## src/rtl/aarq_pkg.sv

```systemverilog
// Package for the association request element locator.
// Holds the item types, the kind and status codes and the tag decoder.
// Used by aarq_parser, aarq_emitter and aarq_tlv_element_locator.
package aarq_pkg;

  localparam int unsigned KindCount = 11;
  localparam int unsigned KindW     = 4;
  localparam int unsigned OffW      = 9;
  localparam int unsigned LenW      = 8;
  localparam int unsigned TagPosW   = 10;

  localparam logic [KindW-1:0]   KindNone   = 4'd11;
  localparam logic [OffW-1:0]    PosMax     = 9'd511;
  localparam logic [TagPosW-1:0] FirstTagPos = 10'd2;

  typedef enum logic [1:0] {
    STATUS_OK       = 2'd0,
    STATUS_MISMATCH = 2'd1,
    STATUS_UNKNOWN  = 2'd2
  } status_e;

  typedef enum logic [1:0] {
    PH_TAG  = 2'd0,
    PH_LEN  = 2'd1,
    PH_STOP = 2'd2
  } phase_e;

  typedef struct packed {
    logic [7:0] data_byte;
    logic       last_byte;
  } in_item_t;

  typedef struct packed {
    logic [KindW-1:0] entry_kind;
    logic [OffW-1:0]  entry_offset;
    logic [LenW-1:0]  entry_length;
    logic             has_entry;
    logic [1:0]       frame_status;
    logic             last_result;
  } out_item_t;

  // Frame summary handed from the parser to the emitter at the last byte.
  typedef struct packed {
    logic                               valid;
    logic                               single;
    status_e                            status;
    logic [KindCount-1:0]               mask;
    logic [KindCount-1:0][OffW-1:0]     offs;
    logic [KindCount-1:0][LenW-1:0]     lens;
  } snap_t;

  function automatic logic [KindW-1:0] tag_kind(input logic [7:0] tag);
    logic [KindW-1:0] k;
    begin
      unique case (tag)
        8'h80:        k = 4'd0;
        8'hA1:        k = 4'd1;
        8'hA6:        k = 4'd2;
        8'hA7:        k = 4'd3;
        8'hA8:        k = 4'd4;
        8'hA9:        k = 4'd5;
        8'h8A:        k = 4'd6;
        8'h8B:        k = 4'd7;
        8'h9D, 8'hBD: k = 4'd8;
        8'hAC:        k = 4'd9;
        8'hBE:        k = 4'd10;
        default:      k = KindNone;
      endcase
      return k;
    end
  endfunction

endpackage

```

## src/rtl/aarq_parser.sv

```systemverilog
// Byte-level element parser: tracks position, phase and the recorded tables.
// Produces a frame summary when the last byte is accepted.
// Depends on aarq_pkg.
module aarq_parser (
  input  logic               clk_i,
  input  logic               rst_ni,
  input  logic               accept_i,
  input  aarq_pkg::in_item_t item_i,
  output aarq_pkg::snap_t    snap_o
);

  logic [aarq_pkg::OffW-1:0]    pos_q, pos_d;
  logic [7:0]                   decl_q, decl_d;
  logic [aarq_pkg::TagPosW-1:0] ntp_q, ntp_d;
  aarq_pkg::phase_e             phase_q, phase_d;
  logic [aarq_pkg::KindW-1:0]   pend_q, pend_d;
  logic [aarq_pkg::KindCount-1:0] mask_q, mask_d;
  logic                         unk_q, unk_d;

  logic [aarq_pkg::OffW-1:0] offs_q [aarq_pkg::KindCount];
  logic [aarq_pkg::LenW-1:0] lens_q [aarq_pkg::KindCount];

  logic                       wr_en;
  logic [aarq_pkg::KindW-1:0] wr_kind;
  logic [aarq_pkg::KindW-1:0] tag_k;
  logic                       mismatch;

  assign tag_k = aarq_pkg::tag_kind(item_i.data_byte);

  always_comb begin
    decl_d  = decl_q;
    ntp_d   = ntp_q;
    phase_d = phase_q;
    pend_d  = pend_q;
    mask_d  = mask_q;
    unk_d   = unk_q;
    wr_en   = 1'b0;
    wr_kind = pend_q;
    if (pos_q == 9'd1) begin
      decl_d = item_i.data_byte;
    end else if (pos_q >= 9'd2) begin
      if (phase_q == aarq_pkg::PH_LEN) begin
        wr_en   = 1'b1;
        mask_d  = mask_q | (11'd1 << pend_q);
        ntp_d   = ntp_q + {2'b00, item_i.data_byte} + 10'd2;
        phase_d = aarq_pkg::PH_TAG;
      end else if (phase_q == aarq_pkg::PH_TAG && {1'b0, pos_q} == ntp_q) begin
        if (tag_k != aarq_pkg::KindNone) begin
          pend_d  = tag_k;
          phase_d = aarq_pkg::PH_LEN;
        end else begin
          unk_d   = 1'b1;
          phase_d = aarq_pkg::PH_STOP;
        end
      end
    end
    pos_d = (pos_q == aarq_pkg::PosMax) ? pos_q : pos_q + 9'd1;
  end

  assign mismatch = ({1'b0, pos_q} + 10'd1) != ({2'b00, decl_d} + 10'd2);

  always_comb begin
    snap_o.valid  = accept_i & item_i.last_byte;
    snap_o.single = mismatch | (mask_d == '0);
    snap_o.mask   = mismatch ? '0 : mask_d;
    if (mismatch) begin
      snap_o.status = aarq_pkg::STATUS_MISMATCH;
    end else if (unk_d) begin
      snap_o.status = aarq_pkg::STATUS_UNKNOWN;
    end else begin
      snap_o.status = aarq_pkg::STATUS_OK;
    end
    for (int k = 0; k < aarq_pkg::KindCount; k++) begin
      if (wr_en && wr_kind == 4'(k)) begin
        snap_o.offs[k] = ntp_q[aarq_pkg::OffW-1:0];
        snap_o.lens[k] = item_i.data_byte;
      end else begin
        snap_o.offs[k] = offs_q[k];
        snap_o.lens[k] = lens_q[k];
      end
    end
  end

  always_ff @(posedge clk_i or negedge rst_ni) begin
    if (!rst_ni) begin
      pos_q   <= '0;
      decl_q  <= '0;
      ntp_q   <= aarq_pkg::FirstTagPos;
      phase_q <= aarq_pkg::PH_TAG;
      pend_q  <= '0;
      mask_q  <= '0;
      unk_q   <= 1'b0;
    end else if (accept_i) begin
      if (item_i.last_byte) begin
        pos_q   <= '0;
        decl_q  <= '0;
        ntp_q   <= aarq_pkg::FirstTagPos;
        phase_q <= aarq_pkg::PH_TAG;
        pend_q  <= '0;
        mask_q  <= '0;
        unk_q   <= 1'b0;
      end else begin
        pos_q   <= pos_d;
        decl_q  <= decl_d;
        ntp_q   <= ntp_d;
        phase_q <= phase_d;
        pend_q  <= pend_d;
        mask_q  <= mask_d;
        unk_q   <= unk_d;
      end
    end
  end

  always_ff @(posedge clk_i) begin
    if (accept_i && wr_en) begin
      offs_q[wr_kind] <= ntp_q[aarq_pkg::OffW-1:0];
      lens_q[wr_kind] <= item_i.data_byte;
    end
  end

`ifndef SYNTH
  a_stop_has_unknown: assert property (@(posedge clk_i) disable iff (!rst_ni)
    (phase_q == aarq_pkg::PH_STOP) |-> unk_q)
    else $error("Parsing stopped without an unknown tag.");

  a_start_clean: assert property (@(posedge clk_i) disable iff (!rst_ni)
    (pos_q == '0) |-> (phase_q == aarq_pkg::PH_TAG && mask_q == '0 && !unk_q))
    else $error("Frame state not clear at frame start.");

  a_len_kind_known: assert property (@(posedge clk_i) disable iff (!rst_ni)
    (phase_q == aarq_pkg::PH_LEN) |-> (pend_q < aarq_pkg::KindNone))
    else $error("Length phase with an unknown pending kind.");
`endif

endmodule

```

## src/rtl/aarq_emitter.sv

```systemverilog
// Result emitter: holds one frame summary and sends one result item per cycle
// unless stalled. Output register with stall on the result channel.
// Depends on aarq_pkg.
module aarq_emitter (
  input  logic                clk_i,
  input  logic                rst_ni,
  input  aarq_pkg::snap_t     snap_i,
  output logic                busy_o,
  output logic                out_valid_o,
  input  logic                out_stall_i,
  output aarq_pkg::out_item_t out_item_o
);

  logic                             busy_q, busy_d;
  logic                             single_q;
  aarq_pkg::status_e                status_q;
  logic [aarq_pkg::KindCount-1:0]   mask_q, mask_d;
  logic [aarq_pkg::OffW-1:0]        offs_q [aarq_pkg::KindCount];
  logic [aarq_pkg::LenW-1:0]        lens_q [aarq_pkg::KindCount];

  logic                out_valid_q;
  aarq_pkg::out_item_t out_item_q, out_item_d;

  logic                       load;
  logic [aarq_pkg::KindW-1:0] sel;
  logic [aarq_pkg::KindCount-1:0] rest;

  assign load = busy_q & (~out_valid_q | ~out_stall_i);

  always_comb begin
    sel = '0;
    for (int k = aarq_pkg::KindCount - 1; k >= 0; k--) begin
      if (mask_q[k]) begin
        sel = 4'(k);
      end
    end
    rest = mask_q & ~(11'd1 << sel);
  end

  always_comb begin
    busy_d = busy_q;
    mask_d = mask_q;
    out_item_d.frame_status = status_q;
    if (single_q) begin
      out_item_d.entry_kind   = '0;
      out_item_d.entry_offset = '0;
      out_item_d.entry_length = '0;
      out_item_d.has_entry    = 1'b0;
      out_item_d.last_result  = 1'b1;
    end else begin
      out_item_d.entry_kind   = sel;
      out_item_d.entry_offset = offs_q[sel];
      out_item_d.entry_length = lens_q[sel];
      out_item_d.has_entry    = 1'b1;
      out_item_d.last_result  = (rest == '0);
    end
    if (load) begin
      mask_d = single_q ? '0 : rest;
      busy_d = ~single_q & (rest != '0);
    end
    if (snap_i.valid) begin
      busy_d = 1'b1;
      mask_d = snap_i.mask;
    end
  end

  always_ff @(posedge clk_i or negedge rst_ni) begin
    if (!rst_ni) begin
      busy_q      <= 1'b0;
      mask_q      <= '0;
      single_q    <= 1'b0;
      status_q    <= aarq_pkg::STATUS_OK;
      out_valid_q <= 1'b0;
    end else begin
      busy_q <= busy_d;
      mask_q <= mask_d;
      if (snap_i.valid) begin
        single_q <= snap_i.single;
        status_q <= snap_i.status;
      end
      if (load) begin
        out_valid_q <= 1'b1;
      end else if (!out_stall_i) begin
        out_valid_q <= 1'b0;
      end
    end
  end

  always_ff @(posedge clk_i) begin
    if (snap_i.valid) begin
      for (int k = 0; k < aarq_pkg::KindCount; k++) begin
        offs_q[k] <= snap_i.offs[k];
        lens_q[k] <= snap_i.lens[k];
      end
    end
    if (load) begin
      out_item_q <= out_item_d;
    end
  end

  assign busy_o      = busy_q;
  assign out_valid_o = out_valid_q;
  assign out_item_o  = out_item_q;

`ifndef SYNTH
  a_snap_when_idle: assert property (@(posedge clk_i) disable iff (!rst_ni)
    snap_i.valid |-> !busy_q)
    else $error("Frame summary arrived while results were pending.");

  a_idle_mask_clear: assert property (@(posedge clk_i) disable iff (!rst_ni)
    !busy_q |-> (mask_q == '0))
    else $error("Entries left over after emission finished.");

  a_plain_is_last: assert property (@(posedge clk_i) disable iff (!rst_ni)
    (out_valid_q && !out_item_q.has_entry) |-> out_item_q.last_result)
    else $error("Status-only result not marked last.");

  a_last_ends_busy: assert property (@(posedge clk_i) disable iff (!rst_ni)
    (load && out_item_d.last_result && !snap_i.valid) |=> !busy_q)
    else $error("Emitter still busy after the last result.");
`endif

endmodule

```

## src/rtl/aarq_tlv_element_locator.sv

```systemverilog
// Top level of the association request element locator.
// Instantiates aarq_parser and aarq_emitter; depends on aarq_pkg.
//
// Usage:
//   The input channel (in_valid_i, in_stall_o, in_item_i) carries one frame
//   byte per item with a flag on the final byte. The result channel
//   (out_valid_o, out_stall_i, out_item_o) carries one result per item.
//   An item moves at a clock edge where valid is high and stall is low.
//   Bytes are taken one per cycle except when a last byte is held off, so
//   frames stream at one byte per cycle. The last byte of a frame copies
//   the recorded elements into the emitter, which then loads its results
//   to the output register one per unstalled cycle, up to eleven per frame.
//   Bytes of the next frame are accepted while results are still going
//   out; only a last byte is held off until the emitter has handed its
//   final result to the output register.
//   When the receiver stalls, the output register holds its result and the
//   emitter waits behind it.
//   Reset clears the frame position, phase, masks, busy and output valid
//   flags; the element tables hold no defined value until written.
module aarq_tlv_element_locator (
  input  logic                clk_i,
  input  logic                rst_ni,
  input  logic                in_valid_i,
  output logic                in_stall_o,
  input  aarq_pkg::in_item_t  in_item_i,
  output logic                out_valid_o,
  input  logic                out_stall_i,
  output aarq_pkg::out_item_t out_item_o
);

  logic            busy;
  logic            accept;
  aarq_pkg::snap_t snap;

  assign in_stall_o = busy & in_valid_i & in_item_i.last_byte;
  assign accept     = in_valid_i & ~in_stall_o;

  aarq_parser u_parser (
    .clk_i    (clk_i),
    .rst_ni   (rst_ni),
    .accept_i (accept),
    .item_i   (in_item_i),
    .snap_o   (snap)
  );

  aarq_emitter u_emitter (
    .clk_i       (clk_i),
    .rst_ni      (rst_ni),
    .snap_i      (snap),
    .busy_o      (busy),
    .out_valid_o (out_valid_o),
    .out_stall_i (out_stall_i),
    .out_item_o  (out_item_o)
  );

`ifndef SYNTH
  a_no_summary_stalled: assert property (@(posedge clk_i) disable iff (!rst_ni)
    (in_valid_i && in_item_i.last_byte && busy) |-> !snap.valid)
    else $error("Frame summary produced for a held last byte.");

  a_summary_on_last: assert property (@(posedge clk_i) disable iff (!rst_ni)
    snap.valid |-> (accept && in_item_i.last_byte))
    else $error("Frame summary without an accepted last byte.");

  a_summary_then_busy: assert property (@(posedge clk_i) disable iff (!rst_ni)
    snap.valid |=> busy)
    else $error("Emitter did not take the frame summary.");
`endif

endmodule
```

## config.mk

```make
export PLATFORM = sky130hd
export DESIGN_NAME = aarq_tlv_element_locator
export DESIGN_NICKNAME = d
export VERILOG_FILES = /design/src/rtl/aarq_pkg.sv /design/src/rtl/aarq_parser.sv /design/src/rtl/aarq_emitter.sv /design/src/rtl/aarq_tlv_element_locator.sv
export SDC_FILE = /design/constraint.sdc
export NUM_CORES = 1
export LEC_CHECK = 0
export ABC_AREA = 1
export BUFFER_PORTS_ARGS = -buffer_cell sky130_fd_sc_hd__buf_4
export CAP_MARGIN = 10
export CORE_MARGIN = 2
export CORE_UTILIZATION = 58
export DETAILED_ROUTE_END_ITERATION = 6
export HOLD_SLACK_MARGIN = 0.15
export PLACE_DENSITY = 0.75
export SLEW_MARGIN = 10
export SYNTH_ARGS = -nofsm -noshare
export SYNTH_HDL_FRONTEND = slang
export SYNTH_SLANG_ARGS = --single-unit
```

## constraint.sdc

```tcl
create_clock -name clk_i -period 13.6 [get_ports clk_i]
set_clock_uncertainty 0.15 [all_clocks]
set_input_delay 2.72 -clock clk_i [delete_from_list [all_inputs] [get_ports clk_i]]
set_output_delay 2.72 -clock clk_i [all_outputs]
set_load 0.1 [all_outputs]
```

Word level (Yosys, flattened, before mapping)
Memories as Yosys holds them, arrays and structs flattened. A register that Yosys moved wholly into a read port is not among the register bits.
Cells that the tools add are included.
{ "totals": {"input_bits": 13, "register_bits": 69, "ramBits": 374, "wordCells": 186, "out_inout_bits": 27, "memories": 4} }
{ "memory_table": {"columns": ["memory", "words", "width", "read_ports", "rd_clocked_by_memory_dff", "wr", "line_no", "text"], "rows": [
  ["u_emitter.offs_q", 11, 9, 1, 1, 11, "aarq_emitter.sv:18", "logic [aarq_pkg::OffW-1:0] offs_q [aarq_pkg::KindCount];"],
  ["u_parser.offs_q", 11, 9, 11, 0, 1, "aarq_parser.sv:20", "logic [aarq_pkg::OffW-1:0] offs_q [aarq_pkg::KindCount];"],
  ["u_emitter.lens_q", 11, 8, 1, 1, 11, "aarq_emitter.sv:19", "logic [aarq_pkg::LenW-1:0] lens_q [aarq_pkg::KindCount];"],
  ["u_parser.lens_q", 11, 8, 11, 0, 1, "aarq_parser.sv:21", "logic [aarq_pkg::LenW-1:0] lens_q [aarq_pkg::KindCount];"]
]} }
{ "classes": {"bitwise_logic": 15, "n_eq_ne": 32, "magnitude_cmp": 1, "muxes": 82, "addsub": 5, "shifts": 2, "reduce_logical": 29} }
{ "ops": {"columns": ["operator", "count"], "rows": [
  ["9-bit two-way mux", 13],
  ["8-bit two-way mux", 13],
  ["8-bit == test (second input constant)", 12],
  ["11-bit two-way mux", 8],
  ["4-bit two-way mux", 17],
  ["4-bit case mux with 11 select lines", 1],
  ["10-bit two-way mux", 4],
  ["11-bit logical NOT", 2],
  ["1-bit by 4-bit left shift with 11-bit output (first input constant)", 2],
  ["1-bit two-way mux", 18],
  ["4-bit by 3-bit == test with 1-bit output (second input constant)", 4],
  ["2-bit two-way mux", 8],
  ["1-bit logical AND", 13],
  ["4-bit == test (second input constant)", 3],
  ["11-bit AND", 1],
  ["11-bit NOT", 1],
  ["11-bit bitwise OR", 1],
  ["11-bit nonzero test", 1],
  ["10-bit by 2-bit adder with 10-bit output (second input constant)", 1],
  ["10-bit by 8-bit adder with 10-bit output", 1],
  ["9-bit by 1-bit adder with 10-bit output (second input constant)", 1],
  ["9-bit by 10-bit == test with 1-bit output", 1],
  ["10-bit inequality test", 1],
  ["2-bit nonzero test", 5],
  ["other kinds (21)", 34]
]} }

Longest topological paths before layout
Gate-level depths: netlist of the first run.
{ "depth": {"ltp_word": 18, "ltp_mapped": 21, "mapped_depth_nobuf": 21} }

Cells and area by module
A second synthesis of the first run with hierarchy kept.
{ "unflattened": {"hier_cells": 1858, "hier_area_um2": 20071.8} }
{ "modules_own_cells": {"columns": ["module", "seq_area_each_um2", "area_per_inst_um2", "cells_per_inst", "instances"], "rows": [
  ["aarq_parser", 6742.7, 11088.1, 1130, 1],
  ["aarq_emitter", 6766.5, 8963.6, 723, 1],
  ["aarq_tlv_element_locator", 0.0, 20.0, 5, 1]
]} }

Worst setup path after synthesis of the first run
Ideal clock, no wire load.
{ "synth_path": {"kind": "input to register", "start": "input port in_valid_i", "end": "register u_parser.ntp_q[9] in the netlist's numbering", "setup_slack_ns": -0.090, "t_arrival_ns": 13.063, "setup_time_ns": 0.477, "n_path_buf": 0, "required_time_ns": 12.973, "cell_stages": 9, "cell_sequence": "nand2_1 > nor2_1 > inv_1 > o21ai_0 > nand2_1 > clkinv_1 > nand2_1 > xor2_1 > nor2_1"} }
{ "synth_via": {"elab_chain_len": 5} }
{ "synth_lines": {"columns": ["item", "line_no", "text"], "rows": [
  ["start, declared", "aarq_tlv_element_locator.sv:23", "input logic in_valid_i,"],
  ["1-bit AND (2 in a row)", "aarq_tlv_element_locator.sv:35", "assign in_stall_o = busy & in_valid_i & in_item_i.last_byte;"],
  ["1-bit NOT", "aarq_tlv_element_locator.sv:36", "assign accept = in_valid_i & ~in_stall_o;"],
  ["1-bit AND (*)", "aarq_tlv_element_locator.sv:36", null],
  ["4-bit AND reduction (no source line) (*)", null, null],
  ["end signal, assigned", "aarq_parser.sv:88", "ntp_q <= aarq_pkg::FirstTagPos;"],
  ["end signal, assigned", "aarq_parser.sv:97", "ntp_q <= aarq_pkg::FirstTagPos;"],
  ["end signal, assigned", "aarq_parser.sv:105", "ntp_q <= ntp_d;"],
  ["end, declared", "aarq_parser.sv:14", "logic [aarq_pkg::TagPosW-1:0] ntp_q, ntp_d;"]
]} }
Every way passes the cells marked *; elsewhere a longest branch is shown, timed or not.
A chain may end at the register's enable or synchronous reset.

Worst setup path after layout of the first run
{ "layout_path": {"start": "input port in_item_i[0] in the netlist's numbering", "end": "output port in_stall_o"} }
{ "layout_via": {"elab_chain_len": 1} }
{ "layout_lines": {"columns": ["item", "line_no", "text"], "rows": [
  ["start, declared", "aarq_tlv_element_locator.sv:25", "input aarq_pkg::in_item_t in_item_i,"],
  ["1-bit AND", "aarq_tlv_element_locator.sv:35", null],
  ["end, declared", "aarq_tlv_element_locator.sv:24", "output logic in_stall_o,"]
]} }
Every way passes these cells.

==> results of run 1 <==
==> power groups by stage <==
| stage | clock [mW] | sequential (mW) | combinational (mW) |
|---|---|---|---|
| after global placement | 0 | 1.78 | 1.27 |
| final | 1.28 | 1.76 | 1.32 |
| after global routing | 1.35 | 1.77 | 1.43 |
| after floorplan | 0 | 1.93 | 0.759 |
| after detailed placement | 0 | 1.79 | 1.29 |
| after CTS | 1.29 | 1.76 | 1.30 |
==> cells in the mapped netlist <==
cell      number  area (µm²)
o22ai_1       20       125.1
nand4_1       45       281.5
nand3b_1       2       15.01
xor2_1         7       61.31
nand2_2        8       50.05
nand3_1      132       660.6
buf_1          4       15.01
nand3_2        7       70.07
xnor2_1        4       35.03
buf_6          4       45.04
clkbuf_1      64       240.2
nor4_1         2       12.51
a21o_1         2       15.01
inv_1        116       435.4
nand2_4        4       45.04
dfstp_2        1       26.28
nand3_4        1       17.52
nor2_1        74       277.8
nor2_8         1       20.02
o211ai_1       1       7.510
a211oi_1       1       7.510
o21ai_0      223        1116
buf_4          4       30.03
ha_1          21       262.8
nor2_2         1       6.260
o21ai_1        7       35.03
nand4_2        1       12.51
nor3_1        19       95.09
o21bai_1       1       7.510
dfrtp_1       60        1501
o21a_1        11       82.58
o21ai_2        2       17.52
a21oi_1       41       205.2
edfxtp_1     399       11980
nor3_2         1       10.01
nand2_1      541        2031
and3_1         1       6.260
or2_1          1       6.260
inv_2          8       30.03
nor2_4         6       67.56
fa_1           1       20.02
buf_2         15       75.07
clkinv_1       4       15.01
a311oi_1       1       8.760
==> routing by layer <==
layer / GRT usage (%) / share of wire (%) / vias up
li1: - / - / 6523
met2: 49.80 / 47 / 860
met1: 40.91 / 38 / 6918
met4: 14.73 / 4.6 / 0
met3: 5.147 / 11 / 176
met5: 0 / 0 / -
==> flip-flops by register name (all words and copies together) (netlist names) <==
| name | flops |
|---|---|
| u_emitter.offs_q | 99 |
| u_parser.offs_q | 99 |
| u_emitter.lens_q | 88 |
| u_parser.lens_q | 88 |
| u_emitter.out_item_o | 25 |
| u_emitter.mask_q | 11 |
| u_parser.mask_q | 11 |
| u_parser.ntp_q | 10 |
| u_parser.pos_q | 9 |
| u_parser.decl_q | 8 |
| u_parser.pend_q | 4 |
| u_emitter.status_q | 2 |
| u_parser.phase_q | 2 |
| u_emitter.busy_o | 1 |
| u_emitter.out_valid_o | 1 |
| u_emitter.single_q | 1 |
| u_parser.unk_q | 1 |
==> logic make-up after synthesis <==
logic type                 Yosys count  synth area share (%)
xor gates and xnor gates            11                0.4796
DFF                                460                 67.25
buffers and inverters              219                 4.410
adders and majority gates           22                 1.408
AOI/OAI and AO/OA                  310                 8.104
and+or+nand+nor                    847                 18.34
==> worst max-delay path by stage <==
stage / slack, ps / start / to / cells after the start
floorplan: 3720 / in_valid_i / u_parser.ntp_q[9]$_DFFE_PN0P_ / 9
global placement: 7360 / in_item_i[0] / in_stall_o / 4
detailed placement: 7370 / in_item_i[0] / in_stall_o / 4
CTS: 7370 / in_item_i[0] / in_stall_o / 4
global route: 7350 / in_item_i[0] / in_stall_o / 4
finish: 7360 / in_item_i[0] / in_stall_o / 4
==> area by class of cell <==
type                       count  area share [%]
sequential                   460           60.40
multi-input combinational   1190           25.87
clock buffer                  58           5.678
tap                          455           2.545
timing repair buffer          63           2.171
inverter                     128           2.148
clock inverter                29           1.186
==> metrics by stage <==
stage | setup slack (ps) | cell area, µm²
finish | 7361 | 22370
global route | 7352 | 22370
CTS | 7365 | 22370
detailed placement | 7368 | 20830
global placement | 7355 | 20830
floorplan | 3724 | 20090
==> impl_metrics.yaml, run 1 <==
routing:
  wl_per_cell_um: 22.97
  drt_iter0_markers: 1782
  finalWirelength_um: 54730
  ant_nets: 0
  first_pass_iters: 5
  drc_errors: 0
  vias: 14480
  drt-vias-per-instance: 6.075
timing:
  drv_slew: 0
  timing.slew.headroom_pct: 30.20
  worst_slew_pin_slew_ps: 1047
  fin_crit_sh_pct: 45.88
  rsz0062_at_grt: "no"
  finalCriticalPeriod_ps: 6239
  fmaxAchievable_mhz: 160.3
  setup_tns_ps: 0
  whs_ps: 301.9
  setup_viol: 0
  hold_viol: 0
die:
  die_w_um: 190.1
  design.core.area_um2: 34290
  die_h_um: 190.1
  start_util_pct: 58.58
  die_area_um2: 36140
  rows: 68
  ios: 40
layout:
  mostFrequentLayoutCells: "nand2_1, edfxtp_1, o21ai_0"
  fin_cells: 2383
  seqCellArea_um2: 13510
  area_delta_synth_final_pct: 11.34
  drive_gt1_share_pct: 9.699
  multi_input_area_um2: 5786
  fill_cells: 2498
  fin_nets: 1925
  utilization_pct: 65.23
  final_common_cell: "nand2_1"
  diodes: 0
clock_network:
  cts_sinks: 460
  cts-root-buf: "clkbuf_16"
  clk_pin_slew_ps: 60
  cts-resized-gates: 0
  clock_path_buffers: 3
  cts_setup_buffers: 0
  cts-buffers-inserted: 47
  htree_levels: 2
  cts_hold_buf: 0
  cts_tree: "built"
  clock_latency_ps: 570
pwr:
  pwr-share-seq_pct: 40.4
  comb_power_share_pct: 30.3
  p_leak_nw: 8.855
  p_clk_share_pct: 29.3
  power.total_mw: 4.366
  power_switching_mw: 1.628
  power.share.switching_pct: 37.30
  vdd_drop_max_uv: 118.6
  powerDensity_nw_per_um2: 195.2
  internal_power_mw: 2.737
setup_path:
  worst_r2r_path_depth: 11
  cp_cell_sequence: "buf_4 > nand2_1 > nor2_1 > buf_4"
  critical-path-slowest-cell: "buf_4"
  crit_fanout: 7
  critPathLaunchType: "input port"
  worstSetupEndpointType: "primary output"
  rrSetupSlack_ps: 9370
  critPathTopFamily: "buffers and inverters"
  reg2reg_from: "u_parser.pos_q[1]$_DFFE_PN0P_"
  timing.rr.end: "u_parser.offs_q[5][1]$_DFFE_PP_"
  crit_buf_inv: 2
  cp.arrival_ps: 3370
  required_ps: 10730
  crit_type: "in -> out"
  critPathMaxStageDelay_ps: 290
  critPathMostFrequentCell: "buf_4"
global_route:
  grt_pass1_wl_um: 81540
  grt_pass1_vias: 13850
  grt_max_degree: 193
  track_usage_pct: 30.77
  overflow: 0
  grt_antenna_before_repair: 0
worst_hold_path:
  worstHoldStart: "u_emitter.status_q[0]$_DFFE_PN0P_"
  holdPathStages: 0
  holdCritPathClass: "reg -> reg"
  hold_path_end: "u_emitter.out_item_o[1]$_DFFE_PP_"
synthesis:
  synthesis.nets: 1904
  synth.avg_cell_area_um2: 10.75
  ys_seq_area_share_pct: 67.25
  ys_ff_latch: 460
  syn_area_um2: 20090
  synth_cell_type_count: 44
  yosys_warnings: 0
  synthCells: 1869
status:
  status: "finished, final reports clean"
placement:
  globalplace.congestion: 0.8908
  dp.cells: 2296
  io_buffers: 39
  place_hpwl_um: 30300
flow_run:
  max-cap-violations: 0
(Power assumes the default switching activity.)
==> run 2: changes to the inputs <==
ABC_AREA = 0   (was 1)
clock period = 5.8 ns   (was 13.6 ns; I/O delays follow)
==> run 2 against run 1 <==
Compared with the run above:
- register-to-register slack lost 8000 ps
- cell area shrank 1.3%
- sequential power grew 120%
- synthesized cell count shrank 28%
- core utilization grew 0.45 points
- non-clock buffer count grew 4
- flip-flop and latch count is the same
- critical path type is now reg -> reg
- synthesized area shrank 1.4%
- largest cell class unchanged
==> impl_metrics.yaml, run 2 <==
status:
  status: "finished, final reports clean"
synthesis:
  synthCells: 1337
  synth_top_family_by_area: "multiplexers"
  async_flop_share_pct: 13.26
  synthesis.nets: 1372
  synth_mux_area_share_pct: 12.02
  synth_edf_count: 399
  synth_compound_area_share_pct: 8.839
  syn_area_um2: 19800
  yosys_warnings: 0
  synth_cell_type_count: 61
  synth_ff_type: "edfxtp_1"
  ys_ff_latch: 460
  yosysTopAreaCell: "edfxtp_1"
  yosys.area_share.adder_pct: 1.478
  synth.top_cell.area_share_pct: 60.50
  synth.avg_cell_area_um2: 14.81
  synth.area.top_cells: "edfxtp_1, mux2_2, dfrtp_1"
  ys_seq_area_share_pct: 68.22
  synthTopCellsByCount: "edfxtp_1, mux2_2, nor2_1, clkbuf_1, nand2_1"
  synthSimpleGateAreaFrac_pct: 5.857
  synth-xor-area-share_pct: 1.504
  synth_most_common_cell: "edfxtp_1"
timing:
  rsz0062_at_grt: "no"
  worst_slew_pin_slew_ps: 1283
  postLayoutSetupSlackWorst_ps: 1349
  hold_viol: 0
  setup_tns_ps: 0
  fin_crit_sh_pct: 76.74
  fmaxAchievable_mhz: 224.7
  drv_slew: 0
  timing.slew.headroom_pct: 14.08
  setup_viol: 0
  finalCriticalPeriod_ps: 4451
setup_path:
  cp-endpoint: "u_emitter.mask_q[10]$_DFFE_PN0P_"
  cp.arrival_ps: 4750
  worstSetupEndpointType: "register"
  rrSetupSlack_ps: 1350
  timing.rr.end: "u_emitter.mask_q[10]$_DFFE_PN0P_"
  crit_fanout: 24
  crit_type: "reg -> reg"
  critPathLaunchType: "register"
  worst_r2r_path_depth: 11
  critPathLaunch: "u_parser.pos_q[3]$_DFFE_PN0P_"
  reg2reg_from: "u_parser.pos_q[3]$_DFFE_PN0P_"
  required_ps: 6100
layout:
  final_common_cell: "edfxtp_1"
  diodes: 0
  largestRegisters: "u_emitter.offs_q x99, u_parser.offs_q x99"
  fin_cells: 1850
  mostFrequentLayoutCells: "edfxtp_1, mux2_2, nor2_1"
  drive_gt1_share_pct: 24.61
  utilization_pct: 65.68
  fin_nets: 1401
  area_delta_synth_final_pct: 11.49
  fill_cells: 2295
clock_network:
  clock_latency_ps: 550
  cts_tree: "built"
  cts_hold_buf: 0
  cts-root-buf: "clkbuf_16"
  clock_path_buffers: 3
  cts_setup_buffers: 0
  cts-buffers-inserted: 46
  cts_sinks: 460
  cts-resized-gates: 0
  clk_pin_slew_ps: 60
  htree_levels: 2
pwr:
  p_leak_nw: 8.028
  vdd_drop_max_uv: 359.0
  power.total_mw: 7.797
  powerDensity_nw_per_um2: 353.1
die:
  start_util_pct: 58.91
  rows: 67
  ios: 40
  die_w_um: 188.8
  die_h_um: 188.8
  die_area_um2: 35640
  design.core.area_um2: 33620
global_route:
  grt_antenna_before_repair: 0
  grt_pass1_wl_um: 71040
  grt_max_degree: 97
  overflow: 0
  track_usage_pct: 26.60
  grt_pass1_vias: 11640
routing:
  ant_nets: 0
  vias: 11860
  first_pass_iters: 6
  wl_per_cell_um: 25.52
  drc_errors: 0
  finalWirelength_um: 47210
  drt_iter0_markers: 1262
  drt-vias-per-instance: 6.410
placement:
  dpl_worst_slack_ps: 1354
  place_hpwl_um: 27820
  globalplace.congestion: 0.8544
  dp.cells: 1766
  io_buffers: 39
worst_hold_path:
  holdCritPathClass: "reg -> reg"
flow_run:
  max-cap-violations: 0
## run 2: metrics by stage
stage,hold WS (ps),cell area (µm²)
5_1_grt,327.5,22080
3_5_place_dp,285.0,20650
2_1_floorplan,268.6,19800
6_report,308.5,22080
3_3_place_gp,284.9,20650
4_1_cts,307.8,22080
## run 2: worst min-delay path by stage
stage / from / end / cells past startpoint
finish: u_emitter.status_q[0]$_DFFE_PN0P_ / u_emitter.out_item_o[1]$_DFFE_PP_ / 0
global route: u_emitter.status_q[0]$_DFFE_PN0P_ / u_emitter.out_item_o[1]$_DFFE_PP_ / 0
CTS: u_emitter.status_q[0]$_DFFE_PN0P_ / u_emitter.out_item_o[1]$_DFFE_PP_ / 0
detailed placement: u_emitter.status_q[1]$_DFFE_PN0P_ / u_emitter.out_item_o[2]$_DFFE_PP_ / 0
global placement: u_emitter.status_q[1]$_DFFE_PN0P_ / u_emitter.out_item_o[2]$_DFFE_PP_ / 0
floorplan: u_emitter.status_q[1]$_DFFE_PN0P_ / u_emitter.out_item_o[2]$_DFFE_PP_ / 0
## run 2: layout make-up
class	instances	area [µm²]	area share, %
Clock buffer	60	1225	5.548
Clock inverter	24	207.7	0.9407
Inverter	19	71.32	0.3230
Multi-Input combinational cell	772	5989	27.13
Sequential cell	460	13510	61.19
Tap cell	448	560.5	2.539
Timing Repair Buffer	67	515.5	2.335
## run 2: cell families (layout without fill, tap and decap cells)
| group | after synthesis | after routing |
|---|---|---|
| XOR/XNOR | 34 | 34 |
| AO/OA/AOI/OAI | 254 | 254 |
| buffers and inverters | 105 | 170 |
| adder cells (fa/ha/maj) | 23 | 23 |
| flip-flops | 460 | 460 |
| AND/OR/NAND/NOR | 246 | 246 |
| multiplexers | 215 | 215 |
## run 2: critical path, cell delays in order (launching register included)
cell and delay [ps]:
dfrtp_1 500, or4_4 550, or3_1 730, a21oi_1 350, inv_1 100, ha_1 300
xor2_1 170, xnor2_1 130, nand4_1 120, nor4_2 300, o2111ai_2 540, o31ai_1 410
## run 2: power by group
group	switching (mW)	total, mW	internal (mW)
sequential	0.131	3.96	3.83
combinational	0.752	0.992	0.240
clock	1.18	2.84	1.66
total	2.06	7.80	5.73
## run 2: per-layer routing
metal	part of all wire [%]	up-vias	GRT usage, %
met1	41	6032	37.49
met4	2.5	0	7.993
met5	0	-	0
met2	49	516	43.83
li1	-	5220	-
met3	7.4	90	3.353
==> run 3: changes to the inputs <==
clock period = 4.4 ns   (was 5.8 ns; I/O delays follow)
==> run 3 against run 2 <==
Compared with the run above:
- final cell count is 1.1% higher
- routed wire length is 0.50% higher
- worst setup slack worse by 740 ps
- cell area is 0.67% higher
- combinational power is 32% higher
- clock power is 30% higher
- flip-flop and latch count stayed put
- power is 31% higher
- maximum frequency is 18% higher
- critical path type unchanged
- critical endpoint unchanged
- largest cell class unchanged
==> impl_metrics.yaml, run 3 (synthesis gave the netlist of run 2 again) <==
timing:
  fin_crit_sh_pct: 86.05
  rsz0062_at_grt: "no"
  finalCriticalPeriod_ps: 3786
  whs_ps: 256.0
  hold_viol: 0
  setup_tns_ps: 0
  worst_slew_pin_slew_ps: 1075
  timing.slew.headroom_pct: 28.34
  drv_slew: 0
  setup_viol: 0
  fmaxAchievable_mhz: 264.1
  postLayoutSetupSlackWorst_ps: 613.8
placement:
  dpl_worst_slack_ps: 538.5
  place_hpwl_um: 27390
  dp.cells: 1785
  io_buffers: 39
  dpl-instance-area_um2: 20810
  globalplace.congestion: 0.8793
clock_network:
  clock_path_buffers: 3
  cts_setup_buffers: 0
  cts-root-buf: "clkbuf_16"
  htree_levels: 2
  clk_pin_slew_ps: 60
  cts_tree: "built"
  cts-buffers-inserted: 47
  cts_hold_buf: 0
  cts_sinks: 460
  cts-resized-gates: 0
  clock_latency_ps: 580
layout:
  largestRegisters: "u_emitter.offs_q x99, u_parser.offs_q x99"
  final_common_cell: "edfxtp_1"
  diodes: 0
  utilization_pct: 66.12
  fin_cells: 1870
  fin_nets: 1421
  mostFrequentLayoutCells: "edfxtp_1, mux2_2, buf_4"
  fill_cells: 2315
  drive_gt1_share_pct: 25.67
  area_delta_synth_final_pct: 12.25
  final_cell_area_um2: 22230
setup_path:
  critPathLaunch: "u_parser.pos_q[3]$_DFFE_PN0P_"
  cp_cell_sequence: "or4_4 > or3_1 > a21oi_1 > inv_1 > ha_1 > xor2_1 > xnor2_1 > nand4_1 > nor4_2 > o2111ai_2 > buf_4 > o31ai_1"
  crit_type: "reg -> reg"
  crit_buf_inv: 2
  cp.arrival_ps: 4100
  required_ps: 4720
  crit_fanout: 14
  timing.rr.end: "u_emitter.mask_q[10]$_DFFE_PN0P_"
  critical-path-slowest-cell: "or4_4"
  reg2reg_from: "u_parser.pos_q[3]$_DFFE_PN0P_"
  critPathLaunchType: "register"
  worstSetupEndpointType: "register"
  critPathTopFamily: "simple AND/OR/NAND/NOR gates"
  worst_r2r_path_depth: 12
  critPathMaxStageDelay_ps: 540
  rrSetupSlack_ps: 610
status:
  status: "finished, final reports clean"
routing:
  vias: 11850
  drc_errors: 0
  ant_nets: 0
  drt-vias-per-instance: 6.334
  first_pass_iters: 5
  finalWirelength_um: 47440
  drt_iter0_markers: 1331
  wl_per_cell_um: 25.37
flow_run:
  max-cap-violations: 0
die:
  start_util_pct: 58.91
  die_area_um2: 35640
  die_h_um: 188.8
  design.core.area_um2: 33620
  die_w_um: 188.8
  rows: 67
  ios: 40
pwr:
  power.total_mw: 10.21
  vdd_drop_max_uv: 305.7
  powerDensity_nw_per_um2: 459.3
  p_leak_nw: 8.110
global_route:
  track_usage_pct: 26.80
  overflow: 0
  grt_pass1_vias: 11670
  grt_pass1_wl_um: 70460
  grt_max_degree: 111
  grt_antenna_before_repair: 0
worst_hold_path:
  holdCritPathClass: "in -> async"
-- run 3: cell count changes in the layout (fill, tap and decap cells not counted), sizes merged --
| cell | previous run | this run |
|---|---|---|
| buf | 67 | 86 |
| bufinv | 4 | 1 |
| clkinvlp | 0 | 2 |
| inv | 20 | 22 |
-- run 3: per-layer routing --
| metal | vias up | part of all wire [%] | global-route usage (%) |
|---|---|---|---|
| met5 | - | 0 | 0 |
| met1 | 5973 | 41 | 36.42 |
| li1 | 5267 | - | - |
| met4 | 0 | 2.7 | 8.834 |
| met3 | 93 | 8.2 | 6.109 |
| met2 | 512 | 48 | 43.20 |
-- run 3: layout make-up --
type / count / area [µm²] / area share (%)
Sequential cell: 460 / 13510 / 60.78
Multi-Input combinational cell: 772 / 5989 / 26.95
Clock buffer: 60 / 1246 / 5.607
Timing Repair Buffer: 86 / 683.2 / 3.073
Tap cell: 448 / 560.5 / 2.522
Clock inverter: 25 / 167.7 / 0.7543
Inverter: 19 / 71.32 / 0.3209
-- run 3: power breakdown --
part	switching [mW]	internal (mW)	leakage, nW
clock network	1.61	2.07	0.682
registers	0.170	5.05	4.50
logic	0.990	0.324	2.93
-- run 3: worst max path at each step --
stage               slack [ps]  cells past startpoint                                to
global route               440                     12  u_emitter.mask_q[10]$_DFFE_PN0P_
detailed placement         540                     14     u_parser.ntp_q[9]$_DFFE_PN0P_
CTS                        610                     12  u_emitter.mask_q[10]$_DFFE_PN0P_
global placement           590                     14     u_parser.ntp_q[9]$_DFFE_PN0P_
finish                     610                     12  u_emitter.mask_q[10]$_DFFE_PN0P_
floorplan                  390                      5   u_emitter.mask_q[4]$_DFFE_PN0P_
